### src/sv/pte_pkg.sv
//------------------------------------------------------------------------------
// pte_pkg
// Widths, constants and controller/datapath interface types of the tachometer.
//------------------------------------------------------------------------------
package pte_pkg;

    localparam int TICKS_PER_SECOND = 1000000;
    localparam int COEFF_FRAC_BITS  = 8;
    localparam int AVG_FRAC_BITS    = 4;

    localparam int COEFF_W   = 16;
    localparam int DEBOUNCE_W = 16;
    localparam int TIMEOUT_W = 32;
    localparam int DELTA_W   = 32;
    localparam int RPM_W     = 24;
    localparam int QUO_W     = RPM_W;

    // rpm numerator scale: 60 s/min * ticks/s in Q.AVG_FRAC_BITS
    localparam longint unsigned SPEED_SCALE =
        64'(60) * 64'(TICKS_PER_SECOND) * (64'(1) << AVG_FRAC_BITS);
    localparam int SCALE_W = $clog2(SPEED_SCALE + 1);
    localparam int PROD_W  = SCALE_W + COEFF_W;
    localparam int NUM_W   = PROD_W - COEFF_FRAC_BITS;
    localparam int CMP_W   = DELTA_W + QUO_W;
    localparam int CNT_W   = $clog2(QUO_W);

    localparam logic [SCALE_W-1:0]    SPEED_SCALE_V = SCALE_W'(SPEED_SCALE);
    localparam logic [RPM_W-1:0]      RPM_MAX       = '1;
    localparam logic [DELTA_W-1:0]    ELAPSED_MAX   = '1;
    localparam logic [CNT_W-1:0]      DIV_LAST      = CNT_W'(QUO_W - 1);

    localparam logic [COEFF_W-1:0]    COEFF_RESET    = 16'd256;
    localparam logic [DEBOUNCE_W-1:0] DEBOUNCE_RESET = 16'd1000;
    localparam logic [TIMEOUT_W-1:0]  TIMEOUT_RESET  = 32'd2000000;

    localparam int CFG_IDX_W = 2;
    localparam logic [CFG_IDX_W-1:0] CFG_COEFF    = 2'd0;
    localparam logic [CFG_IDX_W-1:0] CFG_DEBOUNCE = 2'd1;
    localparam logic [CFG_IDX_W-1:0] CFG_TIMEOUT  = 2'd2;
    localparam int CFG_DATA_W = 32;

    typedef struct packed {
        logic tick;
        logic mul;
        logic div_init;
        logic div_step;
        logic smooth;
        logic out_load;
    } pte_cmd_t;

    typedef struct packed {
        logic pulse;
    } pte_status_t;

endpackage

### src/sv/pulse_tachometer_ema.sv
//------------------------------------------------------------------------------
// pulse_tachometer_ema
// Period-measuring tachometer with debounce, quarter-weight smoothing and a
// no-pulse timeout.
//------------------------------------------------------------------------------
// Usage:
//   s_ channel: one request per microsecond tick carrying the sampled pin.
//   m_ channel: one request per tick with the average rpm (Q20.4), the
//   availability flag and the pulse-accepted flag after that tick.
//   cfg_ channel: register writes (0 coeff, 1 debounce, 2 timeout), always
//   ready; write only while no tick is in flight.
// Sequencing:
//   a tick without an accepted pulse goes from its accept straight to the
//   hand-off; a tick with an accepted pulse runs multiply, divider setup,
//   24 one-bit divider steps in the serial divider, smoothing and hand-off.
//   s_ready is high only while the sequencer is idle, so a new tick is taken
//   only after the previous tick's result has been handed off.
// Reset: synchronous active-low aresetn restores the register defaults,
//   clears the average and availability and starts the timeout.
// Stall: a result waiting in the output register does not block the next
//   tick; that tick's result waits in the sequencer until m_ready frees it.
//------------------------------------------------------------------------------
module pulse_tachometer_ema
    import pte_pkg::*;
(
    input  logic                  aclk,
    input  logic                  aresetn,
    input  logic                  s_valid,
    output logic                  s_ready,
    input  logic                  s_pin_level,
    output logic                  m_valid,
    input  logic                  m_ready,
    output logic [RPM_W-1:0]      m_rpm_average,
    output logic                  m_rpm_available,
    output logic                  m_pulse_accepted,
    input  logic                  cfg_valid,
    output logic                  cfg_ready,
    input  logic [CFG_IDX_W-1:0]  cfg_index,
    input  logic [CFG_DATA_W-1:0] cfg_data
);

    pte_cmd_t    cmd;
    pte_status_t status;

    assign cfg_ready = 1'b1;

    pte_ctrl u_ctrl (
        .aclk    (aclk),
        .aresetn (aresetn),
        .s_valid (s_valid),
        .s_ready (s_ready),
        .m_valid (m_valid),
        .m_ready (m_ready),
        .status  (status),
        .cmd     (cmd)
    );

    pte_datapath u_datapath (
        .aclk             (aclk),
        .aresetn          (aresetn),
        .cfg_valid        (cfg_valid),
        .cfg_index        (cfg_index),
        .cfg_data         (cfg_data),
        .s_pin_level      (s_pin_level),
        .cmd              (cmd),
        .status           (status),
        .m_rpm_average    (m_rpm_average),
        .m_rpm_available  (m_rpm_available),
        .m_pulse_accepted (m_pulse_accepted)
    );

endmodule

### src/sv/pte_datapath.sv
//------------------------------------------------------------------------------
// pte_datapath
// Tick state, configuration registers, speed multiplier, serial divider,
// exponential average and result payload registers.
//------------------------------------------------------------------------------
module pte_datapath
    import pte_pkg::*;
(
    input  logic                  aclk,
    input  logic                  aresetn,
    input  logic                  cfg_valid,
    input  logic [CFG_IDX_W-1:0]  cfg_index,
    input  logic [CFG_DATA_W-1:0] cfg_data,
    input  logic                  s_pin_level,
    input  pte_cmd_t              cmd,
    output pte_status_t           status,
    output logic [RPM_W-1:0]      m_rpm_average,
    output logic                  m_rpm_available,
    output logic                  m_pulse_accepted
);

    logic [COEFF_W-1:0]    coeff_reg;
    logic [DEBOUNCE_W-1:0] debounce_ticks_reg;
    logic [TIMEOUT_W-1:0]  timeout_ticks_reg;

    logic                  last_pin_reg;
    logic [DEBOUNCE_W-1:0] db_count_reg, db_count_next;
    logic                  db_run_reg, db_run_next;
    logic [DELTA_W-1:0]    elapsed_reg, elapsed_next;
    logic [TIMEOUT_W-1:0]  to_count_reg, to_count_next;
    logic                  to_run_reg, to_run_next;
    logic [RPM_W-1:0]      avg_reg, avg_next;
    logic                  valid_reg, valid_next;
    logic                  accepted_reg;

    logic [DELTA_W-1:0]    delta_reg;
    logic [PROD_W-1:0]     prod_reg;
    logic                  ovf_reg;
    logic [DELTA_W-1:0]    rem_reg;
    logic [QUO_W-1:0]      quo_reg;

    logic [DELTA_W-1:0]    el_inc;
    logic [TIMEOUT_W-1:0]  to_dec;
    logic [DEBOUNCE_W-1:0] db_dec;
    logic                  to_exp, db_exp, pulse, fall;
    logic [NUM_W-1:0]      num;
    logic [DELTA_W:0]      trial;
    logic [DELTA_W:0]      trial_diff;
    logic [RPM_W-1:0]      rpm;
    logic [RPM_W:0]        sum;

    // per-tick state update
    always_comb begin
        el_inc = (elapsed_reg == ELAPSED_MAX) ? elapsed_reg : elapsed_reg + 1'b1;
        to_dec = (to_count_reg != '0) ? to_count_reg - 1'b1 : to_count_reg;
        db_dec = (db_count_reg != '0) ? db_count_reg - 1'b1 : db_count_reg;
        to_exp = to_run_reg && (to_dec == '0);
        db_exp = db_run_reg && (db_dec == '0);
        pulse  = db_exp && !s_pin_level;
        fall   = last_pin_reg && !s_pin_level;

        elapsed_next = pulse ? '0 : el_inc;

        if (pulse) begin
            to_count_next = timeout_ticks_reg;
        end else if (to_run_reg) begin
            to_count_next = to_dec;
        end else begin
            to_count_next = to_count_reg;
        end
        to_run_next = pulse ? 1'b1 : (to_exp ? 1'b0 : to_run_reg);

        avg_next   = to_exp ? '0 : avg_reg;
        valid_next = pulse ? 1'b1 : (to_exp ? 1'b0 : valid_reg);

        if (fall) begin
            db_count_next = debounce_ticks_reg;
        end else if (db_run_reg) begin
            db_count_next = db_dec;
        end else begin
            db_count_next = db_count_reg;
        end
        db_run_next = fall ? 1'b1 : (db_exp ? 1'b0 : db_run_reg);
    end

    assign status.pulse = pulse;

    // divider and smoothing arithmetic
    always_comb begin
        num        = prod_reg[PROD_W-1:COEFF_FRAC_BITS];
        trial      = {rem_reg, quo_reg[QUO_W-1]};
        trial_diff = trial - {1'b0, delta_reg};
        rpm        = ovf_reg ? RPM_MAX : quo_reg;
        sum        = {1'b0, avg_reg} - {3'b000, avg_reg[RPM_W-1:2]}
                   + {3'b000, rpm[RPM_W-1:2]};
    end

    always_ff @(posedge aclk) begin
        if (!aresetn) begin
            coeff_reg          <= COEFF_RESET;
            debounce_ticks_reg <= DEBOUNCE_RESET;
            timeout_ticks_reg  <= TIMEOUT_RESET;
            last_pin_reg       <= 1'b1;
            db_count_reg       <= '0;
            db_run_reg         <= 1'b0;
            elapsed_reg        <= '0;
            to_count_reg       <= TIMEOUT_RESET;
            to_run_reg         <= 1'b1;
            avg_reg            <= '0;
            valid_reg          <= 1'b0;
            accepted_reg       <= 1'b0;
        end else begin
            if (cfg_valid) begin
                case (cfg_index)
                    CFG_COEFF:    coeff_reg          <= cfg_data[COEFF_W-1:0];
                    CFG_DEBOUNCE: debounce_ticks_reg <= cfg_data[DEBOUNCE_W-1:0];
                    CFG_TIMEOUT:  timeout_ticks_reg  <= cfg_data[TIMEOUT_W-1:0];
                    default: ;
                endcase
            end
            if (cmd.tick) begin
                last_pin_reg <= s_pin_level;
                db_count_reg <= db_count_next;
                db_run_reg   <= db_run_next;
                elapsed_reg  <= elapsed_next;
                to_count_reg <= to_count_next;
                to_run_reg   <= to_run_next;
                avg_reg      <= avg_next;
                valid_reg    <= valid_next;
                accepted_reg <= pulse;
            end else if (cmd.smooth) begin
                avg_reg <= sum[RPM_W] ? RPM_MAX : sum[RPM_W-1:0];
            end
        end
    end

    // datapath registers without reset
    always_ff @(posedge aclk) begin
        if (cmd.tick) begin
            delta_reg <= el_inc;
        end
        if (cmd.mul) begin
            prod_reg <= PROD_W'(SPEED_SCALE_V) * PROD_W'(coeff_reg);
        end
        if (cmd.div_init) begin
            ovf_reg <= CMP_W'(num) >= {delta_reg, QUO_W'(0)};
            rem_reg <= DELTA_W'(num[NUM_W-1:QUO_W]);
            quo_reg <= num[QUO_W-1:0];
        end else if (cmd.div_step) begin
            if (!trial_diff[DELTA_W]) begin
                rem_reg <= trial_diff[DELTA_W-1:0];
                quo_reg <= {quo_reg[QUO_W-2:0], 1'b1};
            end else begin
                rem_reg <= trial[DELTA_W-1:0];
                quo_reg <= {quo_reg[QUO_W-2:0], 1'b0};
            end
        end
        if (cmd.out_load) begin
            m_rpm_average    <= avg_reg;
            m_rpm_available  <= valid_reg;
            m_pulse_accepted <= accepted_reg;
        end
    end

endmodule

### src/sv/pte_ctrl.sv
//------------------------------------------------------------------------------
// pte_ctrl
// Sequencer: accepts a tick, runs multiply, serial divide and smoothing on an
// accepted pulse, then hands the result to the output register.
//------------------------------------------------------------------------------
module pte_ctrl
    import pte_pkg::*;
(
    input  logic        aclk,
    input  logic        aresetn,
    input  logic        s_valid,
    output logic        s_ready,
    output logic        m_valid,
    input  logic        m_ready,
    input  pte_status_t status,
    output pte_cmd_t    cmd
);

    localparam logic [2:0] ST_IDLE    = 3'd0;
    localparam logic [2:0] ST_MUL     = 3'd1;
    localparam logic [2:0] ST_DINIT   = 3'd2;
    localparam logic [2:0] ST_DIV     = 3'd3;
    localparam logic [2:0] ST_SMOOTH  = 3'd4;
    localparam logic [2:0] ST_PUBLISH = 3'd5;

    logic [2:0]       state_reg, state_next;
    logic [CNT_W-1:0] cnt_reg, cnt_next;
    logic             out_valid_reg, out_valid_next;
    logic             slot_free;

    assign slot_free = !out_valid_reg || m_ready;
    assign s_ready   = (state_reg == ST_IDLE);
    assign m_valid   = out_valid_reg;

    always_comb begin
        state_next     = state_reg;
        cnt_next       = cnt_reg;
        out_valid_next = out_valid_reg && !m_ready;
        cmd            = '0;
        case (state_reg)
            ST_IDLE: begin
                if (s_valid) begin
                    cmd.tick   = 1'b1;
                    state_next = status.pulse ? ST_MUL : ST_PUBLISH;
                end
            end
            ST_MUL: begin
                cmd.mul    = 1'b1;
                state_next = ST_DINIT;
            end
            ST_DINIT: begin
                cmd.div_init = 1'b1;
                cnt_next     = DIV_LAST;
                state_next   = ST_DIV;
            end
            ST_DIV: begin
                cmd.div_step = 1'b1;
                if (cnt_reg == '0) begin
                    state_next = ST_SMOOTH;
                end else begin
                    cnt_next = cnt_reg - 1'b1;
                end
            end
            ST_SMOOTH: begin
                cmd.smooth = 1'b1;
                state_next = ST_PUBLISH;
            end
            ST_PUBLISH: begin
                if (slot_free) begin
                    cmd.out_load   = 1'b1;
                    out_valid_next = 1'b1;
                    state_next     = ST_IDLE;
                end
            end
            default: begin
                state_next = ST_IDLE;
            end
        endcase
    end

    always_ff @(posedge aclk) begin
        if (!aresetn) begin
            state_reg     <= ST_IDLE;
            cnt_reg       <= '0;
            out_valid_reg <= 1'b0;
        end else begin
            state_reg     <= state_next;
            cnt_reg       <= cnt_next;
            out_valid_reg <= out_valid_next;
        end
    end

endmodule

### config.mk
export PLATFORM = sky130hd
export DESIGN_NAME = pulse_tachometer_ema
export DESIGN_NICKNAME = d
export VERILOG_FILES = /design/src/sv/pte_pkg.sv /design/src/sv/pulse_tachometer_ema.sv /design/src/sv/pte_datapath.sv /design/src/sv/pte_ctrl.sv
export SDC_FILE = /design/constraint.sdc
export NUM_CORES = 1
export LEC_CHECK = 0
export BUFFER_PORTS_ARGS = -buffer_cell sky130_fd_sc_hd__clkbuf_2
export CAP_MARGIN = 20
export CORE_MARGIN = 2
export CORE_UTILIZATION = 58
export CTS_CLUSTER_SIZE = 16
export DETAILED_ROUTE_END_ITERATION = 8
export GPL_TIMING_DRIVEN = 1
export PLACE_DENSITY = 0.86
export SYNTH_ARGS = -nofsm -noshare
export SYNTH_HDL_FRONTEND = slang
export SYNTH_SLANG_ARGS = --single-unit
### constraint.sdc
create_clock -name aclk -period 5.25 [get_ports aclk]
set_input_delay 1.05 -clock aclk [delete_from_list [all_inputs] [get_ports aclk]]
set_output_delay 1.05 -clock aclk [all_outputs]
set_load 0.03 [all_outputs]
==> impl_metrics.py, run 1 <==
metrics = {
    "synthesis": {
        "async_reset_ff_share_pct": 0,
        "syn-num-nets": 2987,
        "synth_top_family_by_area": "adder cells",
        "yosys.area.top_type": "dfxtp_1",
        "synthSimpleGateAreaFrac_pct": 17.90,
        "yosysSeqAreaShare_pct": 34.01,
        "synth-edff-count": 131,
        "syn_inst": 2623,
        "netlist_area_um2": 23340,
        "yosysWarnings": 0,
        "synthXorXnorAreaFrac_pct": 4.916,
        "synth_compound_area_share_pct": 14.82,
        "synth_fa_ha_area_share_pct": 20.75,
        "synth_top_cell_area_share_pct": 17.16,
        "muxShareOfSynthArea_pct": 1.737,
        "yosys-top-cells-area": "dfxtp_1, edfxtp_1, ha_1, fa_1, nand2_1",
        "synth_ff_type": "dfxtp_1",
        "yosys_register_bits": 331,
        "ys_types": 76,
        "syn_avg_cell_area_um2": 8.898,
    },
    "setup_path": {
        "reg2reg_from": "u_datapath.coeff_reg[5]",
        "critical_path.max_fanout": 4,
        "cp.required_ps": 5560,
        "reg2reg_to": "u_datapath.prod_reg[44]",
        "setup.worst_path.end_class": "flip-flop",
        "startpoint_type": "flip-flop",
        "cp.arrival_ps": 5950,
        "critPathKind": "reg2reg",
        "rrSetupSlack_ps": -390,
        "ff2ff_path_depth": 20,
    },
    "grt": {
        "grt_antenna_before_repair": 0,
        "grt_max_degree": 70,
        "grt_usage_pct": 28.32,
        "grt-ovfl-total": 0,
        "grt_pass1_wl_mm": 96.50,
        "grt_pass1_vias": 19660,
    },
    "die": {
        "io_pins": 69,
        "core_um2": 39730,
        "die_w_um": 204.6,
        "start_util_pct": 58.74,
        "row_count": 73,
        "die_h_um": 204.6,
        "die_area_um2": 41860,
    },
    "final_layout": {
        "layout_commonest_cell": "nand2_1",
        "multi_input_comb_area_um2": 14400,
        "fin_util_pct": 66.30,
        "fill_cells": 2952,
        "layout.nets": 3087,
        "drive_above_1_share_pct": 13.13,
        "largest_reg_flops": 34,
        "final_cell_mix": "nand2_1, inv_1, a21oi_1, ha_1, dfxtp_1",
        "antenna_cells": 0,
        "seqCellArea_um2": 7956,
        "syn_to_final_growth_pct": 12.87,
    },
    "placed_design": {
        "dpl.hpwl_mm": 43.10,
        "gp_congestion": 0.9737,
        "port_buffers": 67,
        "pre_cts_slack_ps": -275.8,
    },
    "min_path": {
        "hold-path-endpoint": "u_datapath.m_rpm_available",
        "worstHoldPathType": "reg2reg",
        "whs_path_depth": 0,
        "min-delay-start": "u_datapath.valid_reg",
    },
    "timing": {
        "slew_headroom_pct": 36.72,
        "tns_ps": -2575,
        "report.final.slew_viol_count": 0,
        "fmax_mhz": 177.2,
        "finalCriticalPeriod_ps": 5642,
        "setup_ws_ps": -392.4,
        "fin_crit_sh_pct": 107.5,
        "worst_pin_slew_ps": 949.1,
        "rsz0062_at_grt": "yes",
        "fin_skew_ps": 22.58,
        "setup_violations": 12,
        "hold_violations": 0,
    },
    "clocking": {
        "clockBufferDepth": 3,
        "cts_made_buffers": 36,
        "clkTransAtPathRegs_ps": 60,
        "cts-hold-fix-buffers": 0,
        "clock_sinks": 331,
        "cts_tree": "built",
        "worstSkewPairLatency_ps": 560,
        "ctsRootBufferMaster": "clkbuf_16",
        "htreeDepth": 2,
    },
    "routing": {
        "detail_route.wl_per_cell_um": 18.62,
        "avgViaCountPerCell": 6.080,
        "drt_iter0_markers": 1581,
        "dr_total_vias": 19910,
        "ant_nets": 0,
        "wl_mm": 60.98,
        "drc_errors": 0,
        "drt-pass1-iter-count": 5,
    },
    "power_and_ir_drop": {
        "cellLeakagePower_nw": 11.34,
        "power_density_nw_per_um2": 477.4,
        "ir_worst_vdd_mv": 0.3179,
    },
    "flow_run": {
        "max_cap_viol_count": 0,
    },
    "run_status": {
        "status": "finished with violations",
        "violations": "negative setup slack",
    },
}
==> worst max path at each step <==
stage | start | endpoint | slack, ps | cells after the start
floorplan | u_datapath.coeff_reg[5] | u_datapath.prod_reg[44] | -9 | 24
global placement | u_datapath.coeff_reg[5] | u_datapath.prod_reg[44] | -170 | 24
detailed placement | u_datapath.coeff_reg[5] | u_datapath.prod_reg[40] | -280 | 24
CTS | u_datapath.coeff_reg[5] | u_datapath.prod_reg[42] | -9 | 21
global route | u_datapath.coeff_reg[5] | u_datapath.prod_reg[44] | -550 | 20
finish | u_datapath.coeff_reg[5] | u_datapath.prod_reg[44] | -390 | 20
==> through the flow <==
| step | hold slack, ps | power [mW] | cell area [um2] | std cells |
|---|---|---|---|---|
| global route | 461.7 | 13.44 | 26340 | 3275 |
| global placement | 426.2 | 9.214 | 24650 | 3193 |
| CTS | 445.5 | 12.35 | 26080 | 3267 |
| detailed placement | 428.7 | 9.517 | 24650 | 3193 |
| finish | 444.6 | 12.58 | 26340 | 3275 |
| floorplan | 408.6 | 8.178 | 23440 | 2623 |
==> timing repair <==
item / in CTS / in global routing
gates resized for setup: 15 / 49
buffers inserted: 9 / 8
setup endpoints to repair: 8 / 15
pin swaps: 23 / 32
==> power by group <==
part | switching [mW] | internal [mW] | total (mW)
registers | 0.345 | 3.16 | 3.51
logic | 3.64 | 2.68 | 6.31
clock network | 1.06 | 1.69 | 2.75
==> cell type report <==
cell class | count | area share (%)
multi-input combinational | 1939 | 54.65
sequential | 331 | 30.20
timing repair buffer | 172 | 4.294
clock buffer | 52 | 4.118
inverter | 243 | 3.467
tap | 525 | 2.494
clock inverter | 13 | 0.7695
==> cells by family (layout without fill, tap and decap cells) <==
family,after synthesis,in the layout
and+or+nand+nor,885,885
AOI/OAI and AO/OA,558,558
buffers and inverters,353,480
DFF,331,331
adders and majority gates,324,324
xor gates and xnor gates,131,131
muxes,40,40
other,1,1
==> worst max-delay path, stage by stage (launching register included) <==
cell and delay, ps:
dfxtp_4 360, fa_1 470, ha_1 220, ha_1 300, ha_1 280, inv_1 60
fa_1 500, fa_1 540, inv_1 40, ha_1 210, or3_4 380, a2111oi_4 330
nor2_2 90, a21oi_2 220, a211oi_2 150, o21ai_2 200, a21oi_2 120, a41o_1 230
nor4_2 370, o21ai_1 150, xor2_1 180
==> synthesized netlist by cell type (9+ instances only) <==
cell,n
xor2_1,38
nor3b_1,11
nand3_1,65
nor2_1,168
or3_1,10
o21a_1,21
nor4_1,22
a21boi_0,9
o21ai_0,114
nand2b_1,17
nor3_1,78
and2_1,17
clkbuf_1,91
edfxtp_1,131
nand4_1,29
ha_1,219
o2bb2ai_1,19
o31ai_1,12
fa_1,105
xnor2_1,93
a211oi_1,18
or2_2,41
a31oi_1,27
or4_1,19
inv_1,243
a211o_1,12
a21oi_1,211
nand2_1,341
mux2i_1,36
nand3b_1,10
nor2b_1,18
a21o_1,39
and3_1,21
buf_1,9
dfxtp_1,200
==> layer usage <==
layer | share of wire [%] | up-vias | wire [um] | track usage (%)
li1 | - | 9324 | - | -
met1 | 40 | 9617 | 24600 | 35.08
met2 | 49 | 787 | 30090 | 49.90
met3 | 6.2 | 185 | 3784 | 4.454
met4 | 4.1 | 0 | 2510 | 10.02
met5 | 0 | - | 0 | 0
(Power assumes the default switching activity.)
==> run 2, diff against run 1 <==
- CORE_ASPECT_RATIO: default -> 0.8
- SETUP_SLACK_MARGIN: default -> 0.02
==> impl_metrics.py, run 2 (synthesized netlist as in run 1, its figures left out) <==
metrics = {
    "run_status": {
        "status": "finished with violations",
        "violations": "negative setup slack",
    },
    "placed_design": {
        "port_buffers": 67,
        "dpl.hpwl_mm": 44.01,
        "gp_congestion": 0.9799,
    },
    "power_and_ir_drop": {
        "finalPower_mw": 12.24,
        "cellLeakagePower_nw": 11.29,
        "power_density_nw_per_um2": 465.2,
        "ir_worst_vdd_mv": 0.3312,
    },
    "clocking": {
        "clock_sinks": 331,
        "htreeDepth": 2,
        "worstSkewPairLatency_ps": 560,
        "ctsRootBufferMaster": "clkbuf_16",
        "cts-hold-fix-buffers": 0,
        "clockBufferDepth": 3,
        "cts_made_buffers": 36,
        "cts_tree": "built",
        "clkTransAtPathRegs_ps": 60,
    },
    "timing": {
        "setup_violations": 8,
        "fmax_mhz": 184.8,
        "worst_pin_slew_ps": 1071,
        "slew_headroom_pct": 28.31,
        "fin_crit_sh_pct": 103.1,
        "holdWs_ps": 433.6,
        "finalCriticalPeriod_ps": 5410,
        "report.final.slew_viol_count": 0,
        "setup_ws_ps": -160.3,
        "fin_skew_ps": 17.14,
        "hold_violations": 0,
        "rsz0062_at_grt": "yes",
    },
    "min_path": {
        "worstHoldPathType": "reg2reg",
    },
    "die": {
        "die_area_um2": 41870,
        "io_pins": 69,
        "die_w_um": 228.3,
        "start_util_pct": 59.05,
        "core_um2": 39530,
        "die_h_um": 183.4,
        "row_count": 65,
    },
    "setup_path": {
        "slowest_stage": "fa_1",
        "path_buf_inv": 3,
        "startpoint_type": "flip-flop",
        "cp_top_family": "adder cells",
        "worst_path_most_repeated_cell": "fa_1",
        "cp.arrival_ps": 5710,
        "path_cells": "fa_1 > ha_4 > fa_1 > fa_2 > fa_1 > inv_1 > fa_1 > inv_1 > ha_1 > a21o_1 > a21oi_2 > a31oi_4 > a41oi_2 > buf_4 > a21oi_1 > a211o_1 > a21oi_2 > xnor2_1",
        "cp.required_ps": 5550,
        "rrSetupSlack_ps": -160,
        "setup.worst_path.end_class": "flip-flop",
        "critical_path.max_fanout": 5,
        "critPathKind": "reg2reg",
        "slowest_delay_ps": 600,
    },
    "final_layout": {
        "layout.nets": 3091,
        "largest_reg_flops": 34,
        "layout_commonest_cell": "nand2_1",
        "final_cell_mix": "nand2_1, inv_1, ha_1, a21oi_1, dfxtp_1",
        "drive_above_1_share_pct": 13.32,
        "syn_to_final_growth_pct": 12.78,
    },
    "grt": {
        "grt_usage_pct": 28.34,
        "grt_pass1_wl_mm": 97.80,
        "grt_max_degree": 74,
        "grt_antenna_before_repair": 1,
        "grt-ovfl-total": 0,
        "grt_pass1_vias": 19320,
    },
    "routing": {
        "dr_total_vias": 19800,
        "ant_nets": 0,
        "drc_errors": 0,
        "drt_iter0_markers": 1855,
        "wl_mm": 61.12,
        "detail_route.wl_per_cell_um": 18.57,
        "avgViaCountPerCell": 6.013,
        "drt-pass1-iter-count": 6,
    },
    "flow_run": {
        "max_cap_viol_count": 0,
    },
}
-- run 2: final timing paths --
check / from / end / depth (start not counted)
hold / removal: u_datapath.accepted_reg / u_datapath.m_pulse_accepted / 0
setup / recovery: u_datapath.coeff_reg[1] / u_datapath.prod_reg[45] / 18
setup reg to reg: u_datapath.coeff_reg[1] / u_datapath.prod_reg[45] / 18
hold reg to reg: u_datapath.accepted_reg / u_datapath.m_pulse_accepted / 0
-- run 2: layer usage --
metal | GRT usage, % | share of wire (%) | wire [um] | up-vias
li1 | - | - | - | 9330
met1 | 39.59 | 43 | 26440 | 9443
met4 | 8.340 | 2.9 | 1762 | 0
met2 | 45.95 | 46 | 28090 | 876
met3 | 4.218 | 7.9 | 4828 | 147
met5 | 0 | 0 | 0 | -
-- run 2: layout make-up --
class | instances | area [um2]
fillers | 3032 | 13200
flip-flops and latches | 331 | 7961
clock buffers | 52 | 1002
inverters | 243 | 913.4
repair buffers | 176 | 1192
well taps | 536 | 670.6
clock inverters | 14 | 125.1
multi-input cells | 1939 | 14450
diodes | 1 | 2.502
-- run 2: worst register-to-register path, delay by kind of cell (launching register included) --
kind	cells	cell delay, ps
adders and majority gates	7	3190
xor gates and xnor gates	1	80
DFF	1	370
AOI/OAI and AO/OA	7	1240
buffers and inverters	3	280
-- run 2: timing repair --
item,CTS,global route
setup endpoints to repair,8,13
gates resized for setup,41,35
pin swaps,29,39
setup buffers,17,12
-- run 2: report_power, final --
group / internal (mW) / switching, mW / total, mW
Clock: 1.36 / 1.11 / 2.46
Sequential: 3.16 / 0.354 / 3.52
Combinational: 2.66 / 3.60 / 6.26
-- run 2: per-stage QoR --
stage	cells	setup TNS (ps)	util, %	instance area [um2]	worst slack, ps
2_1_floorplan	2623	0	-	23440	9.864
3_3_place_gp	3197	-508.4	62.30	24630	-183.9
3_5_place_dp	3198	-1707	62.34	24640	-391.9
4_1_cts	3281	0	66.04	26100	7.712
5_1_grt	3292	-2222	66.59	26320	-325.0
6_report	3292	-723.4	66.59	26320	-160.3
==> run 3, diff against run 2 <==
- BUFFER_PORTS_ARGS: -buffer_cell sky130_fd_sc_hd__clkbuf_2 -> -buffer_cell sky130_fd_sc_hd__buf_2
- SKIP_LAST_GASP: default -> 1
==> impl_metrics.py, run 3 (synthesized netlist as in run 1, its figures left out) <==
metrics = {
    "run_status": {
        "status": "finished with violations",
        "violations": "negative setup slack",
    },
    "setup_path": {
        "critical_path.max_fanout": 4,
        "startpoint_type": "flip-flop",
        "critPathKind": "reg2reg",
        "cp.required_ps": 5540,
        "cp.arrival_ps": 5770,
        "setup.worst_path.end_class": "flip-flop",
    },
    "timing": {
        "setup_violations": 9,
        "holdWs_ps": 441.1,
        "slew_headroom_pct": 41.04,
        "finalCriticalPeriod_ps": 5485,
        "fmax_mhz": 182.3,
        "fin_skew_ps": 23.41,
        "tns_ps": -1060,
        "worst_pin_slew_ps": 883.4,
        "setup_ws_ps": -234.6,
        "hold_violations": 0,
        "fin_crit_sh_pct": 104.5,
        "rsz0062_at_grt": "yes",
        "report.final.slew_viol_count": 0,
    },
    "clocking": {
        "cts-hold-fix-buffers": 0,
        "clockBufferDepth": 3,
        "clkTransAtPathRegs_ps": 60,
        "clock_sinks": 331,
        "cts_made_buffers": 35,
        "cts_tree": "built",
        "ctsRootBufferMaster": "clkbuf_16",
        "worstSkewPairLatency_ps": 560,
        "htreeDepth": 2,
    },
    "min_path": {
        "worstHoldPathType": "reg2reg",
    },
    "final_layout": {
        "syn_to_final_growth_pct": 12.60,
        "largest_reg_flops": 34,
        "instances_no_fill": 3286,
        "fill_cells": 3014,
        "layout.nets": 3088,
        "drive_above_1_share_pct": 12.99,
        "fin_util_pct": 66.49,
        "layout_commonest_cell": "nand2_1",
        "final_area_um2": 26280,
        "final_cell_mix": "nand2_1, inv_1, ha_1, a21oi_1, dfxtp_1",
    },
    "routing": {
        "drt-pass1-iter-count": 9,
        "ant_nets": 0,
        "avgViaCountPerCell": 6.052,
        "dr_total_vias": 19890,
        "drt_iter0_markers": 1959,
        "detail_route.wl_per_cell_um": 18.61,
        "drc_errors": 0,
        "wl_mm": 61.14,
    },
    "grt": {
        "grt_pass1_vias": 19250,
        "grt_usage_pct": 28.60,
        "grt_pass1_wl_mm": 98.39,
        "grt_antenna_before_repair": 1,
        "grt_max_degree": 72,
        "grt-ovfl-total": 0,
    },
    "flow_run": {
        "max_cap_viol_count": 0,
    },
    "die": {
        "die_area_um2": 41870,
        "io_pins": 69,
        "start_util_pct": 59.05,
        "row_count": 65,
        "die_h_um": 183.4,
        "die_w_um": 228.3,
        "core_um2": 39530,
    },
    "placed_design": {
        "dpl_cell_area_um2": 24660,
        "dp.cells": 3201,
        "port_buffers": 67,
        "dpl.hpwl_mm": 44.24,
        "gp_congestion": 0.9499,
    },
    "power_and_ir_drop": {
        "cellLeakagePower_nw": 11.27,
        "power_density_nw_per_um2": 466.8,
        "ir_worst_vdd_mv": 0.3572,
    },
}
run 3: cell types whose count changed in the layout (fill, tap and decap cells not counted), sizes merged:
| cell | previous run | this run |
|---|---|---|
| clkinv | 7 | 9 |
| inv | 247 | 244 |
| clkbuf | 119 | 50 |
| buf | 109 | 174 |
| clkinvlp | 3 | 2 |
run 3: power breakdown:
| group | switching (mW) | internal [mW] | total, mW |
|---|---|---|---|
| logic | 3.63 | 2.67 | 6.31 |
| registers | 0.348 | 3.16 | 3.51 |
| clock network | 1.08 | 1.37 | 2.45 |
run 3: worst paths after layout:
path	start	end	slack [ps]	depth (start not counted)
min reg2reg	u_datapath.valid_reg	u_datapath.m_rpm_available	440	0
min	u_datapath.valid_reg	u_datapath.m_rpm_available	440	0
max reg2reg	u_datapath.coeff_reg[4]	u_datapath.prod_reg[40]	-230	21
max	u_datapath.coeff_reg[4]	u_datapath.prod_reg[40]	-230	21
run 3: layout make-up:
cell class                 instances  area (um2)  share of cell area (%)
multi-input combinational       1939       14430                   54.89
antenna                            1       2.502                0.009522
timing repair buffer             174        1179                   4.485
clock inverter                    12       112.6                  0.4285
inverter                         243       913.4                   3.476
sequential                       331        7961                   30.30
tap                              536       670.6                   2.552
clock buffer                      50        1015                   3.861
run 3: per-stage QoR:
| stage | power, mW | setup WS [ps] |
|---|---|---|
| floorplan | 8.179 | 9.864 |
| global placement | 9.238 | -185.3 |
| detailed placement | 9.535 | -379.4 |
| CTS | 12.08 | -23.29 |
| global route | 13.09 | -367.0 |
| finish | 12.27 | -234.6 |
run 3: critical path, cell delays in order (launching register included):
cell and delay, ps:
dfxtp_4 370, fa_2 590, inv_2 40, fa_1 490, inv_2 50, ha_4 260
fa_1 410, fa_1 510, inv_2 50, fa_1 520, inv_2 70, ha_4 160
a211o_1 250, a21oi_2 190, a211oi_2 130, o21ai_2 200, a21oi_2 100, a41o_1 210
buf_4 140, nor4_4 220, nor2_1 120, xor2_1 160
run 3: what timing repair did:
item	in CTS	in global routing
pin swaps	36	35
hold endpoints to repair	0	0
setup endpoints to repair	8	14
setup buffers	18	5
resized for setup	37	29
run 3: routing by layer:
| metal | up-vias | global-route usage (%) | part of all wire, % |
|---|---|---|---|
| met5 | - | 0 | 0 |
| met4 | 0 | 8.105 | 2.8 |
| met3 | 130 | 4.296 | 8.1 |
| met2 | 919 | 46.63 | 46 |
| met1 | 9523 | 39.85 | 43 |
| li1 | 9314 | - | - |
